## src/rtl/abmp_pkg.sv

```systemverilog
// Shared types, constants and header builder for the ARGB to BMP v4 encoder.
// Used by the top level and the divider; no dependencies.

package abmp_pkg;

  // Default upper bound on image width and height
  localparam int MAX_DIM_DEF = 4096;
  // Width of the dimension configuration registers
  localparam int DIM_W       = 13;
  localparam int CFG_IDX_W   = 2;

  // Header geometry: 30 full words then one word with 2 valid bytes
  localparam int HDR_WORDS   = 31;
  localparam int HDR_BYTES   = 122;
  localparam int DIB_BYTES   = 108;
  localparam int HDR_BITS    = 4 * 8 * 31;

  localparam logic [2:0] BC_FULL = 3'd4;
  localparam logic [2:0] BC_TAIL = 3'd2;

  // Configuration register indexes
  localparam logic [CFG_IDX_W-1:0] CFG_WIDTH  = 2'd0;
  localparam logic [CFG_IDX_W-1:0] CFG_HEIGHT = 2'd1;
  localparam logic [CFG_IDX_W-1:0] CFG_PREMUL = 2'd2;

  // Sequencer states
  typedef enum logic [1:0] {
    ST_IDLE,
    ST_HDR,
    ST_DIV,
    ST_PIX
  } state_t;

  // Request into the shared divider
  typedef struct packed {
    logic       start;
    logic [7:0] numer;
    logic [7:0] denom;
  } div_req_t;

  // Response from the shared divider
  typedef struct packed {
    logic       done;
    logic [7:0] quot;
  } div_rsp_t;

  // Build header word idx (little-endian bytes) from the image geometry
  function automatic logic [31:0] hdr_word(input logic [4:0]       idx,
                                           input logic [DIM_W-1:0] w,
                                           input logic [DIM_W-1:0] h,
                                           input logic [31:0]      datasz);
    logic [HDR_BITS-1:0] hb;
    logic [9:0]          bit_pos;
    hb = '0;
    hb[7:0]        = 8'h42;
    hb[15:8]       = 8'h4d;
    hb[2*8 +: 32]  = 32'(HDR_BYTES) + datasz;
    hb[10*8 +: 32] = 32'(HDR_BYTES);
    hb[14*8 +: 32] = 32'(DIB_BYTES);
    hb[18*8 +: 32] = {{(32-DIM_W){1'b0}}, w};
    hb[22*8 +: 32] = 32'd0 - {{(32-DIM_W){1'b0}}, h};
    hb[26*8 +: 32] = 32'h0020_0001;
    hb[30*8 +: 32] = 32'd3;
    hb[34*8 +: 32] = datasz;
    hb[54*8 +: 32] = 32'h0000_00ff;
    hb[58*8 +: 32] = 32'h0000_ff00;
    hb[62*8 +: 32] = 32'h00ff_0000;
    hb[66*8 +: 32] = 32'hff00_0000;
    bit_pos = {idx, 5'b00000};
    return hb[bit_pos +: 32];
  endfunction

endpackage

```

## src/rtl/argb_to_bmp_v4_stream_encoder.sv

```systemverilog
// ARGB pixel stream to BMP (BITMAPV4, 32 bpp, bitfields) byte stream encoder.
// Depends on abmp_pkg and abmp_div (shared channel divider).
//
// Usage:
//   Configure image width, height and premultiplied mode on the cfg_ port
//   while the block is idle. Feed ARGB pixels on in_; little-endian output
//   words leave on out_. Before the first pixel of each image the block emits
//   31 header words (the last one holds 2 valid bytes, flagged in tdata).
//   out_tuser marks header words, out_tlast marks the pixel word that ends
//   each input transaction, and a tdata bit marks the image's last pixel.
// Sequence:
//   A pixel with no un-premultiply is accepted, then loaded into the output.
//   The first pixel of an image sends the header first, one word per load.
//   An un-premultiplied pixel runs R, G and B through one shared divider,
//   each channel in turn (operand load, 4 iterations of 2 quotient bits,
//   result). A new pixel is not accepted until the last one is loaded.
// Reset: dimensions return to 1x1, premultiplied mode off, the pixel count to
// zero so a header leads the next pixel. A stalled receiver holds the output
// register and the header and pixel loads, not the divide; a new pixel is
// still accepted while the final word of the previous pixel waits.

module argb_to_bmp_v4_stream_encoder import abmp_pkg::*; #(
  parameter int MAX_DIM = MAX_DIM_DEF
) (
  input  logic                 clk,
  input  logic                 rst_n,
  // Input pixels
  input  logic                 in_tvalid,
  output logic                 in_tready,
  input  logic [31:0]          in_tdata,   // [31:0] pixel_argb
  // Output words
  output logic                 out_tvalid,
  input  logic                 out_tready,
  output logic [39:0]          out_tdata,  // [31:0] out_word, [34:32] byte_count,
                                           // [35] end_of_image, [39:36] zero
  output logic                 out_tuser,  // [0] is_header
  output logic                 out_tlast,  // last_of_run
  // Configuration writes
  input  logic                 cfg_valid,
  output logic                 cfg_ready,
  input  logic [CFG_IDX_W-1:0] cfg_index,
  input  logic [DIM_W-1:0]     cfg_data
);

  // Largest dimension that the 13-bit registers can reach under MAX_DIM
  localparam longint DIM_CAP   = (MAX_DIM > 8191) ? 8191 : MAX_DIM;
  localparam int     CNT_W     = $clog2(DIM_CAP * DIM_CAP + 1);
  localparam logic [DIM_W-1:0] DIM_MAX = DIM_W'(DIM_CAP);
  localparam logic [4:0] HDR_LAST = 5'(HDR_WORDS - 1);

  // Channel codes of the divider sequence
  localparam logic [1:0] CH_RED   = 2'd0;
  localparam logic [1:0] CH_GREEN = 2'd1;
  localparam logic [1:0] CH_BLUE  = 2'd2;

  state_t state_r, state_nxt;

  logic [DIM_W-1:0] width_r, height_r;
  logic             premul_r;
  logic [CNT_W-1:0] pixels_done_r, pixels_done_nxt;
  logic [CNT_W-1:0] npix_r;
  logic [31:0]      pix_r;
  logic             need_div_r;
  logic [4:0]       hidx_r;
  logic [1:0]       ch_r;
  logic             issued_r;

  logic        out_valid_r;
  logic [31:0] out_word_r;
  logic [2:0]  out_bc_r;
  logic        out_hdr_r;
  logic        out_last_r;
  logic        out_eoi_r;

  logic [DIM_W-1:0] w_c, h_c;
  logic             in_acc;
  logic             out_free;
  logic             need_div;
  logic             load_hdr;
  logic             load_pix;
  logic             eoi;
  logic [31:0]      datasz;
  div_req_t         div_req;
  div_rsp_t         div_rsp;

  abmp_div u_div (
    .clk   (clk),
    .rst_n (rst_n),
    .req   (div_req),
    .rsp   (div_rsp)
  );

  // Clamp dimensions into 1..MAX_DIM
  always_comb begin
    w_c = (width_r == '0) ? DIM_W'(1) : ((width_r > DIM_MAX) ? DIM_MAX : width_r);
    h_c = (height_r == '0) ? DIM_W'(1) : ((height_r > DIM_MAX) ? DIM_MAX : height_r);
  end

  assign in_tready = (state_r == ST_IDLE);
  assign in_acc    = in_tvalid && in_tready;
  assign out_free  = !out_valid_r || out_tready;
  assign cfg_ready = 1'b1;
  assign need_div  = premul_r && (in_tdata[31:24] != 8'hff) && (in_tdata[31:24] != 8'h00);
  assign datasz    = 32'({npix_r, 2'b00});
  assign eoi       = ({1'b0, pixels_done_r} + {{CNT_W{1'b0}}, 1'b1}) >= {1'b0, npix_r};
  assign pixels_done_nxt = eoi ? '0 : pixels_done_r + CNT_W'(1);

  // Next state
  always_comb begin
    state_nxt = state_r;
    unique case (state_r)
      ST_IDLE: begin
        if (in_acc) begin
          if (pixels_done_r == '0) state_nxt = ST_HDR;
          else if (need_div)       state_nxt = ST_DIV;
          else                     state_nxt = ST_PIX;
        end
      end
      ST_HDR: begin
        if (out_free && hidx_r == HDR_LAST) begin
          state_nxt = need_div_r ? ST_DIV : ST_PIX;
        end
      end
      ST_DIV: begin
        if (div_rsp.done && ch_r == CH_BLUE) state_nxt = ST_PIX;
      end
      ST_PIX: begin
        if (out_free) state_nxt = ST_IDLE;
      end
      default: state_nxt = ST_IDLE;
    endcase
  end

  // Sequencer outputs
  always_comb begin
    load_hdr      = (state_r == ST_HDR) && out_free;
    load_pix      = (state_r == ST_PIX) && out_free;
    div_req.start = (state_r == ST_DIV) && !issued_r;
    div_req.denom = pix_r[31:24];
    case (ch_r)
      CH_RED:   div_req.numer = pix_r[23:16];
      CH_GREEN: div_req.numer = pix_r[15:8];
      default:  div_req.numer = pix_r[7:0];
    endcase
  end

  // Configuration registers
  always_ff @(posedge clk) begin
    if (!rst_n) begin
      width_r  <= DIM_W'(1);
      height_r <= DIM_W'(1);
      premul_r <= 1'b0;
    end else if (cfg_valid && cfg_ready) begin
      unique case (cfg_index)
        CFG_WIDTH:  width_r  <= cfg_data;
        CFG_HEIGHT: height_r <= cfg_data;
        CFG_PREMUL: premul_r <= cfg_data[0];
        default: ;
      endcase
    end
  end

  // Control state
  always_ff @(posedge clk) begin
    if (!rst_n) begin
      state_r       <= ST_IDLE;
      pixels_done_r <= '0;
      hidx_r        <= '0;
      ch_r          <= CH_RED;
      issued_r      <= 1'b0;
      out_valid_r   <= 1'b0;
    end else begin
      state_r <= state_nxt;
      if (in_acc) begin
        hidx_r   <= '0;
        ch_r     <= CH_RED;
        issued_r <= 1'b0;
      end
      if (load_hdr) hidx_r <= hidx_r + 5'd1;
      if (div_req.start) issued_r <= 1'b1;
      if (div_rsp.done) begin
        issued_r <= 1'b0;
        ch_r     <= ch_r + 2'd1;
      end
      if (load_pix) pixels_done_r <= pixels_done_nxt;
      // Hold the output word until taken
      if (load_hdr || load_pix) out_valid_r <= 1'b1;
      else if (out_tready)      out_valid_r <= 1'b0;
    end
  end

  // Pixel, pixel count and output payload
  always_ff @(posedge clk) begin
    if (in_acc) begin
      npix_r     <= CNT_W'({{DIM_W{1'b0}}, w_c} * {{DIM_W{1'b0}}, h_c});
      need_div_r <= need_div;
      // Alpha of zero in premultiplied mode drops the color bytes
      if (premul_r && in_tdata[31:24] == 8'h00) pix_r <= {in_tdata[31:24], 24'h000000};
      else                                      pix_r <= in_tdata;
    end else if (div_rsp.done) begin
      case (ch_r)
        CH_RED:   pix_r[23:16] <= div_rsp.quot;
        CH_GREEN: pix_r[15:8]  <= div_rsp.quot;
        default:  pix_r[7:0]   <= div_rsp.quot;
      endcase
    end
    if (load_hdr) begin
      out_word_r <= hdr_word(hidx_r, w_c, h_c, datasz);
      out_bc_r   <= (hidx_r == HDR_LAST) ? BC_TAIL : BC_FULL;
      out_hdr_r  <= 1'b1;
      out_last_r <= 1'b0;
      out_eoi_r  <= 1'b0;
    end else if (load_pix) begin
      out_word_r <= {pix_r[31:24], pix_r[7:0], pix_r[15:8], pix_r[23:16]};
      out_bc_r   <= BC_FULL;
      out_hdr_r  <= 1'b0;
      out_last_r <= 1'b1;
      out_eoi_r  <= eoi;
    end
  end

  assign out_tvalid = out_valid_r;
  assign out_tdata  = {4'h0, out_eoi_r, out_bc_r, out_word_r};
  assign out_tuser  = out_hdr_r;
  assign out_tlast  = out_last_r;

  // A pixel that opens an image goes through the header first
  a_hdr_first: assert property (@(posedge clk) disable iff (!rst_n)
    in_acc && pixels_done_r == '0 |=> state_r == ST_HDR)
    else $error("image start did not enter header state");

  // Divider results arrive only while the sequencer waits for them
  a_div_owner: assert property (@(posedge clk) disable iff (!rst_n)
    div_rsp.done |-> state_r == ST_DIV)
    else $error("divider result outside divide state");

  // The image's last pixel word leaves with the count rearmed
  a_eoi_rearm: assert property (@(posedge clk) disable iff (!rst_n)
    out_valid_r && out_eoi_r |-> pixels_done_r == '0)
    else $error("end of image without pixel count reset");

endmodule

```

## src/rtl/abmp_div.sv

```systemverilog
// Shared iterative divider for un-premultiplying one color channel.
// Depends on abmp_pkg for the request and response structs.

module abmp_div import abmp_pkg::*; (
  input  logic     clk,
  input  logic     rst_n,
  input  div_req_t req,
  output div_rsp_t rsp
);

  logic       busy_r;
  logic       done_r;
  logic       ovf_r;
  logic [1:0] cnt_r;
  logic [7:0] rem_r;
  logic [7:0] lo_r;
  logic [7:0] q_r;
  logic [7:0] den_r;

  logic [15:0] numer;
  logic        ovf;
  logic [8:0]  s1;
  logic [8:0]  s2;

  // One restoring step: returns {quotient bit, new remainder}
  function automatic logic [8:0] div_step(input logic [7:0] rem,
                                          input logic       nb,
                                          input logic [7:0] d);
    logic [8:0] t;
    t = {rem, nb};
    if (t >= {1'b0, d}) begin
      return {1'b1, 8'(t - {1'b0, d})};
    end else begin
      return {1'b0, t[7:0]};
    end
  endfunction

  // Form c*255 + a/2 and flag quotients that clamp to 255
  always_comb begin
    numer = {req.numer, 8'h00} - {8'h00, req.numer} + {9'h000, req.denom[7:1]};
    ovf   = numer >= {req.denom, 8'h00};
  end

  // Two quotient bits per cycle
  always_comb begin
    s1 = div_step(rem_r, lo_r[7], den_r);
    s2 = div_step(s1[7:0], lo_r[6], den_r);
  end

  // Control: four iterations after start, then a done pulse
  always_ff @(posedge clk) begin
    if (!rst_n) begin
      busy_r <= 1'b0;
      done_r <= 1'b0;
      cnt_r  <= '0;
    end else begin
      done_r <= 1'b0;
      if (req.start) begin
        busy_r <= 1'b1;
        cnt_r  <= '0;
      end else if (busy_r) begin
        cnt_r <= cnt_r + 2'd1;
        if (cnt_r == 2'd3) begin
          busy_r <= 1'b0;
          done_r <= 1'b1;
        end
      end
    end
  end

  // Datapath: load operands, then shift in dividend bits
  always_ff @(posedge clk) begin
    if (req.start) begin
      rem_r <= numer[15:8];
      lo_r  <= numer[7:0];
      den_r <= req.denom;
      ovf_r <= ovf;
    end else if (busy_r) begin
      rem_r <= s2[7:0];
      lo_r  <= {lo_r[5:0], 2'b00};
      q_r   <= {q_r[5:0], s1[8], s2[8]};
    end
  end

  assign rsp.done = done_r;
  assign rsp.quot = ovf_r ? 8'hff : q_r;

endmodule

```

## config.mk

```make
export PLATFORM = sky130hd
export DESIGN_NAME = argb_to_bmp_v4_stream_encoder
export DESIGN_NICKNAME = d
export VERILOG_FILES = /design/src/rtl/abmp_pkg.sv /design/src/rtl/argb_to_bmp_v4_stream_encoder.sv /design/src/rtl/abmp_div.sv
export SDC_FILE = /design/constraint.sdc
export NUM_CORES = 1
export LEC_CHECK = 0
export ABC_AREA = 1
export BUFFER_PORTS_ARGS = -buffer_cell sky130_fd_sc_hd__buf_2
export CORE_MARGIN = 5
export CORE_UTILIZATION = 46
export CTS_CLUSTER_SIZE = 12
export DETAILED_ROUTE_END_ITERATION = 8
export RECOVER_POWER = 25
export SYNTH_ARGS = -nofsm -noshare
export SYNTH_HDL_FRONTEND = slang
export SYNTH_SLANG_ARGS = --single-unit
```

## constraint.sdc

```tcl
create_clock -name clk -period 13.8 [get_ports clk]
set_input_delay 1.38 -clock clk [delete_from_list [all_inputs] [get_ports clk]]
set_output_delay 1.38 -clock clk [all_outputs]
set_load 0.05 [all_outputs]
```

* Yosys cells after proc, flatten, opt, wreduce, memory -nomap -nowiden
Index checks and enable logic that the tools add are counted.
** Operators by class
- $add $sub $neg :: 11
- Multiply operators :: 1
- $lt $le $gt $ge :: 6
- Eq/ne operators :: 15
- Shifts and indexed selects :: 1
- Multiplexer cells :: 44
- Bitwise logic cells :: 3
- Reductions and logical operators :: 41
** Operator list (count)
- 992-bit by 11-bit variable part select with 32-bit output :: 1
- 24-bit 2-to-1 mux :: 3
- 32-bit 2-to-1 mux :: 2
- 8-bit 2-to-1 mux :: 8
- 13-bit 2-to-1 mux :: 4
- 7-bit by 27-bit adder with 28-bit output, first input constant :: 1
- 25-bit by 1-bit adder with 26-bit output, second input constant :: 1
- 26-bit by 25-bit greater-or-equal comparator with 1-bit output :: 1
- 13-bit > comparator, second input constant :: 2
- 13-bit zero test :: 2
- 25-bit by 1-bit adder with 25-bit output, second input constant :: 1
- 25-bit zero test :: 1
- 13-bit by 13-bit multiplier with 25-bit output :: 1
- 25-bit 2-to-1 mux :: 1
- 9-bit by 8-bit greater-or-equal comparator with 1-bit output :: 2
- 9-bit 2-to-1 mux :: 2
- 16-bit by 7-bit adder with 16-bit output :: 1
- 16-bit greater-or-equal comparator :: 1
- 8-bit case mux with 2 select lines :: 1
- 2-bit nonzero test :: 8
- 16-bit by 8-bit subtractor with 16-bit output :: 1
- 8-bit subtractor :: 2
- 2-bit 2-to-1 mux :: 7
- 2-bit AND reduction :: 7
- 23 further kinds :: 61
** Storage, ports and cells
- Bits in registers :: 196
- Input port bits :: 52
- Output and inout bits :: 45
- Word-level logic and storage cells :: 150

* Logic depth before layout (Yosys ltp)
Gate-level depths: netlist of the first run.
- Depth in word-level cells :: 7
- Gate-level depth with buffers :: 31
- Depth with buffers taken out :: 29

* Modules after synthesis
A second synthesis of the first run with hierarchy kept.
** Unflattened totals
- Cells, all modules :: 2368
- Area, all modules :: 18311.3 um2
** Modules (own cells, without submodules)
- argb_to_bmp_v4_stream_encoder :: times used 1, cells each 1940, area each 15036.9 um2, seq. area each 4083.9 um2
- abmp_div :: times used 1, cells each 428, area each 3274.4 um2, seq. area each 1071.0 um2

* Least setup slack after synthesis of the first run
OpenSTA, ideal clock, no wires.
- Path type :: register -> register
- Start :: reg height_r[4]
- End :: reg npix_r[24], data pin
- Setup time :: 0.252 ns
- Data arrival time :: 5.557 ns
- Data required time :: 13.548 ns
- Slack :: 7.990 ns
- Cell stages (with the launch flop) :: 29
- Path buffers :: 2
- Period minus slack after synthesis :: 5.810 ns
- Cells stage by stage :: dfxtp_1 -> nor2_1 -> nand2_1 -> nor2_1 -> nand2_1 -> nand2_1 -> buf_4 -> inv_1 -> nor2_1 -> clkbuf_1 -> nand2_1 -> fa_1 -> fa_1 -> fa_1 -> inv_1 -> fa_1 -> inv_1 -> fa_1 -> inv_1 -> ha_1 -> nand2_1 -> o21ai_0 -> nand2_1 -> nand4_1 -> a21oi_1 -> o21ai_0 -> nand3_1 -> nand3b_1 -> nand2_1
** Between the ends
- Cells in the longest elaborated chain, start to end :: 4
- Elaborated cells on any way between the ends :: 5
- Classes of those cells :: 1 x mul; 1 x order compare; 2 x mux; 1 x reduce/logical
** RTL lines
- start, declared :: line argb_to_bmp_v4_stream_encoder.sv:58 : logic [DIM_W-1:0] width_r, height_r;
- start signal, assigned :: line argb_to_bmp_v4_stream_encoder.sv:156 : CFG_HEIGHT: height_r <= cfg_data;
- 13-bit > comparator :: line argb_to_bmp_v4_stream_encoder.sv:96 : h_c = (height_r == '0) ? DIM_W'(1) : ((height_r > DIM_MAX) ? DIM_MAX : height_r);
- 13-bit 2-to-1 mux :: line argb_to_bmp_v4_stream_encoder.sv:96
- 13-bit 2-to-1 mux * :: line argb_to_bmp_v4_stream_encoder.sv:96
- 13-bit by 13-bit multiplier with 25-bit output * :: line argb_to_bmp_v4_stream_encoder.sv:195 : npix_r <= CNT_W'({{DIM_W{1'b0}}, w_c} * {{DIM_W{1'b0}}, h_c});
- end signal, assigned :: line argb_to_bmp_v4_stream_encoder.sv:195
- end, declared :: line argb_to_bmp_v4_stream_encoder.sv:61 : logic [CNT_W-1:0] npix_r;
Every way passes the cells marked *; elsewhere a longest branch is shown, timed or not.
A chain may end at the register's enable or synchronous reset.

* Worst setup path in the final report of the first run
Ends and elaborated chain as after synthesis.

==> impl_metrics.yaml, run 1 <==
run_status:
  outcome: "completed"
critical_path:
  worstSetupStartpoint: "height_r[4]$_SDFFE_PN0P_"
  reg2reg_depth: 26
  rrSetupSlack_ps: 7020
  end_kind: "flop"
  crit_type: "flop to flop"
  crit_end: "npix_r[24]$_DFFE_PP_"
  arrival_ps: 7010
  regToRegStartpoint: "height_r[4]$_SDFFE_PN0P_"
  rr_endpoint: "npix_r[24]$_DFFE_PP_"
  crit_required_ps: 14020
  cp_max_fo: 14
  worst_setup_path_start_kind: "flop"
floorplan:
  coreArea_sq_um: 37800
  dieArea_sq_um: 42400
  die_height_microns: 206
  dieWidth_microns: 206
  num_rows: 71
  initial_core_util_pct: 46.8
  io_pins: 97
global_route:
  grt_antenna_before_repair: 0
  grt_max_degree: 36
  overflow: 0
  first_global_vias: 14872
  grt_pass1_wl_microns: 79500
  track_usage_pct: 24.0
route:
  viasPerCell: 5.35
  wire_per_inst_microns: 17.6
  detail_route.wirelength_microns: 50800
  drtAntennaViolNets: 0
  dr.first_iter.drc_count: 1218
  first_pass_iters: 7
  drc: 0
  vias: 15470
hold_path:
  min_path_type: "flop to flop"
  holdCritStartpoint: "u_div.q_r[3]$_DFFE_PP_"
cells_and_area:
  drive_above_1_share_pct: 7.14
  n_fill_cell: 3772
  diodes: 0
  fin_cells: 2893
  nNetsFinal: 2684
  area_growth_pct: 8.58
clock_tree:
  htree_num_levels: 4
  clockRootBuffer: "clkbuf_16"
  cts.path.max_buffers: 2
  post_cts_buffers: 0
  cts_tree: "done"
  clkTransAtPathRegs_ps: 80
  cts_inserted_buffers: 17
  worstSkewPairLatency_ps: 460
  ctsHoldBuffers: 0
  post_cts_resized: 0
  cts.sinks: 195
placement:
  place_congestion: 0.941
  io_buffers: 90
  placed_cells_incl_taps: 2861
  place_hpwl_microns: 41700
logic_synthesis:
  synth_seq_area_share_pct: 29.2
  synth.most_common_cell: "nand2_1"
  synth_edf_count: 125
  synthCells: 2299
  synth_cell_type_count: 50
  synthArstFlopShare_pct: 0
  synth_seq_cells: 195
  synth_warnings: 0
  synthTopCellsByArea: "edfxtp_1 (21%), fa_1 (14%), nand2_1 (9.9%)"
  synth.largest_area_cell: "edfxtp_1"
  synth_commonest_cells: "nand2_1 (467), inv_1 (432), nor2_1 (237)"
  avgSynthCellArea_sq_um: 7.69
  synth_top_area_share_pct: 21.2
  synth.cell_area_sq_um: 17700
  synth_flop_cell: "edfxtp_1"
power:
  leakage_uw: 0.00899
  peakVddDrop_v: 0.000128
  power_uw: 2990
  p_per_area_nw_per_um2: 156
sta:
  max_slew_margin_pct: 1.31
  skew_ps: 17.1
  finalMaxSlewViolations: 0
  finalCriticalPeriod_ps: 6780
  finalHoldViolCount: 0
  finalSetupViolCount: 0
  setup_tns_ps: 0
  max_freq_mhz: 147
  rsz0062_at_grt: "no"
  min_period_over_period_pct: 49.2
  worst_slew_pin_slew_ps: 1480
run:
  maxCapViolCount: 0
==> cell families after synthesis <==
| logic type | after synthesis | synth area share [%] |
|---|---|---|
| compound gates | 352 | 10.8 |
| xor+xnor | 67 | 3.32 |
| fa+ha+maj | 263 | 23.9 |
| buf+inv | 496 | 10.8 |
| flops | 195 | 29.2 |
| other cells | 2 | 0.0425 |
| simple gates | 924 | 22.0 |
==> worst max-delay path, stage by stage, from the launching register on <==
cell and delay [ps]:
dfxtp_1 350, nor2_1 110, nand2_1 60, nor2_1 130, nand2_1 60, nand2_1 310, inv_1 100, nor2_1 830
nand2_1 190, fa_1 600, fa_1 440, fa_1 490, inv_1 50, fa_1 530, inv_1 50, fa_1 530
inv_1 40, ha_1 340, nand2_1 90, o21ai_0 250, nand2_1 80, nand4_1 180, a21oi_1 130, o21ai_0 280
nand3_1 160, nand3b_1 120, nand2_1 50
==> how the worst min path moves through the flow <==
stage,endpoint,slack [ps],depth (start not counted)
floorplan,u_div.q_r[2]$_DFFE_PP_,420,0
global placement,u_div.q_r[6]$_DFFE_PP_,430,0
detailed placement,u_div.q_r[5]$_DFFE_PP_,430,0
CTS,u_div.q_r[5]$_DFFE_PP_,450,0
global route,u_div.q_r[5]$_DFFE_PP_,470,0
finish,u_div.q_r[5]$_DFFE_PP_,450,0
==> power breakdown <==
group          switching (uW)  leakage, uW  total (uW)  internal, uW
logic                    1070      0.00696        1530           457
clock network             267     0.000286         513           246
registers                90.9      0.00174         948           857
==> final cells by class <==
cell class                      instances  area, sq um  share of cell area [%]
Multi-Input combinational cell       1612        10600                    55.4
Sequential cell                       195         5150                    26.9
Inverter                              443         1660                    8.67
Tap cell                              511          639                    3.33
Timing Repair Buffer                  100          502                    2.62
Clock buffer                           17          425                    2.22
Clock inverter                         15          179                   0.933
==> cells in the final DEF, fill, tap and decap left out, types with 3 or more instances in the layout <==
cell	n
a211oi_1	5
a21o_1	6
a21oi_1	100
a31oi_1	7
buf_2	80
buf_4	7
clkbuf_1	13
clkbuf_16	17
clkinv_1	5
clkinv_8	5
conb_1	6
dfxtp_1	70
edfxtp_1	125
fa_1	123
ha_1	140
inv_1	433
inv_2	5
inv_6	5
nand2_1	467
nand2_2	4
nand3_1	85
nand4_1	35
nor2_1	236
nor2_2	30
nor3_1	35
nor3_2	4
nor4_1	14
o211ai_1	9
o21ai_0	190
o21ai_1	7
o21bai_1	3
o221ai_1	3
o22ai_1	8
or2_2	6
xnor2_1	18
xor2_1	49
==> registers in the layout, indices dropped and copies added, names as in the netlist, 5 cells and up <==
name,count
height_r,13
hidx_r,5
npix_r,25
out_word_r,32
pix_r,32
pixels_done_r,25
u_div.den_r,8
u_div.lo_r,8
u_div.q_r,8
u_div.rem_r,8
width_r,13
==> through the flow <==
step                hold slack, ps  setup slack (ps)  cell area (sq um)  util [%]
floorplan                      421              7990              17700         -
global placement               427              7110              18600      49.3
detailed placement             433              7030              18600      49.3
CTS                            452              7020              19200      50.9
global route                   465              6580              19200      50.8
finish                         450              7020              19200      50.8
==> layer usage <==
| layer | track usage [%] | up-vias | part of all wire, % |
|---|---|---|---|
| met2 | 39.8 | 529 | 47 |
| met4 | 7.13 | 0 | 2.6 |
| met1 | 32.6 | 7380 | 43 |
| met5 | 0 | - | 0 |
| li1 | - | 7491 | - |
| met3 | 3.81 | 70 | 6.9 |
Note: power is estimated with default switching activity, not from simulation.
==> run 2: changes to the inputs <==
--- a/config.mk
+++ b/config.mk
@@ -5,7 +5,7 @@
 export SDC_FILE = /design/constraint.sdc
 export NUM_CORES = 1
 export LEC_CHECK = 0
-export ABC_AREA = 1
+export ABC_AREA = 0
 export BUFFER_PORTS_ARGS = -buffer_cell sky130_fd_sc_hd__buf_2
 export CORE_MARGIN = 5
 export CORE_UTILIZATION = 46
==> constraint.sdc (replaced) <==
create_clock -name clk -period 6.8 [get_ports clk]
set_input_delay 0.68 -clock clk [delete_from_list [all_inputs] [get_ports clk]]
set_output_delay 0.68 -clock clk [all_outputs]
set_load 0.05 [all_outputs]
==> impl_metrics.yaml, run 2 <==
sta:
  finalHoldViolCount: 0
  rsz0062_at_grt: "no"
  fin_ws_ps: 408
  min_period_over_period_pct: 94.0
  skew_ps: 25.2
  setup_tns_ps: 0
  finalMaxSlewViolations: 37
  max_freq_mhz: 156
  finalSetupViolCount: 0
  worst_slew_pin_slew_ps: 1570
  max_slew_margin_pct: -4.46
  finalCriticalPeriod_ps: 6390
cells_and_area:
  largestRegisters: "out_word_r (32), pix_r (32)"
  area_growth_pct: 9.15
  final_common_cell: "nand2_1"
  drive_above_1_share_pct: 7.78
  fin_area_sq_um: 18700
  nNetsFinal: 2321
  fin_cells: 2487
  diodes: 0
  final_cell_mix: "nand2_1 (253), inv_1 (244), nor2_1 (176)"
logic_synthesis:
  synth_flop_cell: "edfxtp_1"
  synth_warnings: 0
  synth_top_area_share_pct: 21.9
  synth.largest_area_cell: "edfxtp_1"
  synth_seq_cells: 195
  synthCells: 1937
  synth.cell_area_sq_um: 17100
  synth.most_common_cell: "nand2_1"
  synthTopCellsByArea: "edfxtp_1 (22%), fa_1 (14%), ha_1 (10%)"
  synthArstFlopShare_pct: 0
  synth_commonest_cells: "nand2_1 (255), inv_1 (246), nor2_1 (176)"
  synth_cell_type_count: 81
  avgSynthCellArea_sq_um: 8.85
  synth_edf_count: 125
  synth_seq_area_share_pct: 30.1
clock_tree:
  cts_tree: "done"
  post_cts_buffers: 0
  clockRootBuffer: "clkbuf_16"
  post_cts_resized: 0
  cts.sinks: 195
  cts.path.max_buffers: 2
  ctsHoldBuffers: 0
  htree_num_levels: 4
  worstSkewPairLatency_ps: 470
  cts_inserted_buffers: 17
  clkTransAtPathRegs_ps: 90
power:
  p_switching_uw: 2020
  combPwrFrac_pct: 41.4
  leakage_uw: 0.00828
  p_int_uw: 2820
  seq_power_share_pct: 36.2
  p_per_area_nw_per_um2: 259
  peakVddDrop_v: 0.000191
  p_clk_share_pct: 22.5
  p_sw_share_pct: 41.8
  power_uw: 4840
run_status:
  outcome: "finished with violations"
  violations: "max-capacitance violations, max-slew violations"
critical_path:
  crit_required_ps: 7010
  crit_top_cell: "fa_1"
  cp_max_fo: 5
  cp_slowest_cell: "fa_1"
  rrSetupSlack_ps: 410
  crit_type: "flop to flop"
  arrival_ps: 6600
  worst_setup_path_start_kind: "flop"
  end_kind: "flop"
  max_stage_delay_ps: 560
  crit_chain: "nor4_1 -> nand2_1 -> nor4_1 -> o21ai_0 -> inv_1 -> nand2_1 -> fa_1 -> fa_1 -> inv_1 -> fa_1 -> fa_1 -> inv_1 -> fa_1 -> inv_1 -> ha_1 -> a21oi_1 -> o21ai_0 -> a2111oi_1 -> nor3_1 -> buf_4 -> a2111o_1 -> nand3_1 -> a31oi_1 -> xnor2_1"
route:
  wire_per_inst_microns: 20.3
  first_pass_iters: 5
  detail_route.wirelength_microns: 50400
  drtAntennaViolNets: 0
  vias: 13935
  drc: 0
  viasPerCell: 5.60
  dr.first_iter.drc_count: 972
placement:
  placed_cells_incl_taps: 2455
  dpl_cell_area_sq_um: 18100
  io_buffers: 90
  place_hpwl_microns: 40300
  place_congestion: 0.960
  pre_cts_slack_ps: 274
floorplan:
  dieArea_sq_um: 41200
  initial_core_util_pct: 46.7
  coreArea_sq_um: 36700
  die_height_microns: 203
  dieWidth_microns: 203
  io_pins: 97
  num_rows: 70
global_route:
  grt_antenna_before_repair: 1
  first_global_vias: 13620
  track_usage_pct: 24.4
  overflow: 0
  grt_max_degree: 38
  grt_pass1_wl_microns: 77900
hold_path:
  min_path_type: "flop to flop"
run:
  maxCapViolCount: 1
-- run 2: cell types whose count changed after synthesis, sizes merged, moves of 30 or more --
cell    before  now
nand2      472  256
nor2       266  179
clkbuf      38   69
nand3       85   43
a21o         6   53
inv        437  246
o21ai      197   71
xnor2       18   70
nor2b        0   30
-- run 2: worst max-delay path, delay by kind of cell (launching register included) --
family                     cells  cell delay [ps]
AOI/OAI and AO/OA              6             1280
adders and majority gates      6             2930
DFF                            1              350
xor gates and xnor gates       1              140
and+or+nand+nor                6              870
buffers and inverters          5              550
-- run 2: power by group through the flow --
stage | clock network, uW | registers (uW) | logic (uW)
floorplan | 0 | 2000 | 1210
global placement | 0 | 1760 | 2000
detailed placement | 0 | 1770 | 2020
CTS | 1110 | 1740 | 2030
global route | 1160 | 1770 | 2190
finish | 1090 | 1750 | 2000
-- run 2: layer usage --
layer / vias up / part of all wire (%) / GRT usage, %
met1: 6640 / 43 / 33.0
met5: - / 0.014 / 0
met4: 2 / 4.3 / 9.97
met3: 99 / 7.2 / 4.12
met2: 544 / 46 / 39.0
li1: 6650 / - / -
-- run 2: logic make-up after synthesis --
family	count (synthesis)	share of synthesized area, %
AO/OA/AOI/OAI	351	13.3
XOR/XNOR	113	5.77
adder cells (fa/ha/maj)	263	24.6
buffers and inverters	336	7.64
flip-flops	195	30.1
multiplexers	20	1.28
other	2	0.0438
AND/OR/NAND/NOR	657	17.4
-- run 2: cell type report --
cell class              count  area, sq um
well taps                 468          586
multi-input cells        1410        10700
repair buffers            132          699
inverters                 250          938
clock inverters            15          194
clock buffers              17          425
fillers                  3600        18000
flip-flops and latches    195         5150
-- run 2: worst paths after layout --
kind                                               from                     end  cells after the start
worst min-delay path             out_tuser$_SDFFE_PP1P_  out_tuser$_SDFFE_PP1P_                      2
worst max-delay path            width_r[3]$_SDFFE_PN0P_    npix_r[24]$_DFFE_PP_                     24
worst max register to register  width_r[3]$_SDFFE_PN0P_    npix_r[24]$_DFFE_PP_                     24
worst min register to register   out_tuser$_SDFFE_PP1P_  out_tuser$_SDFFE_PP1P_                      2
-- run 2: through the flow --
step,utilization (%),hold WS (ps)
floorplan,-,427
global placement,49.4,431
detailed placement,49.4,435
CTS,51.1,402
global route,51.0,440
finish,51.0,450
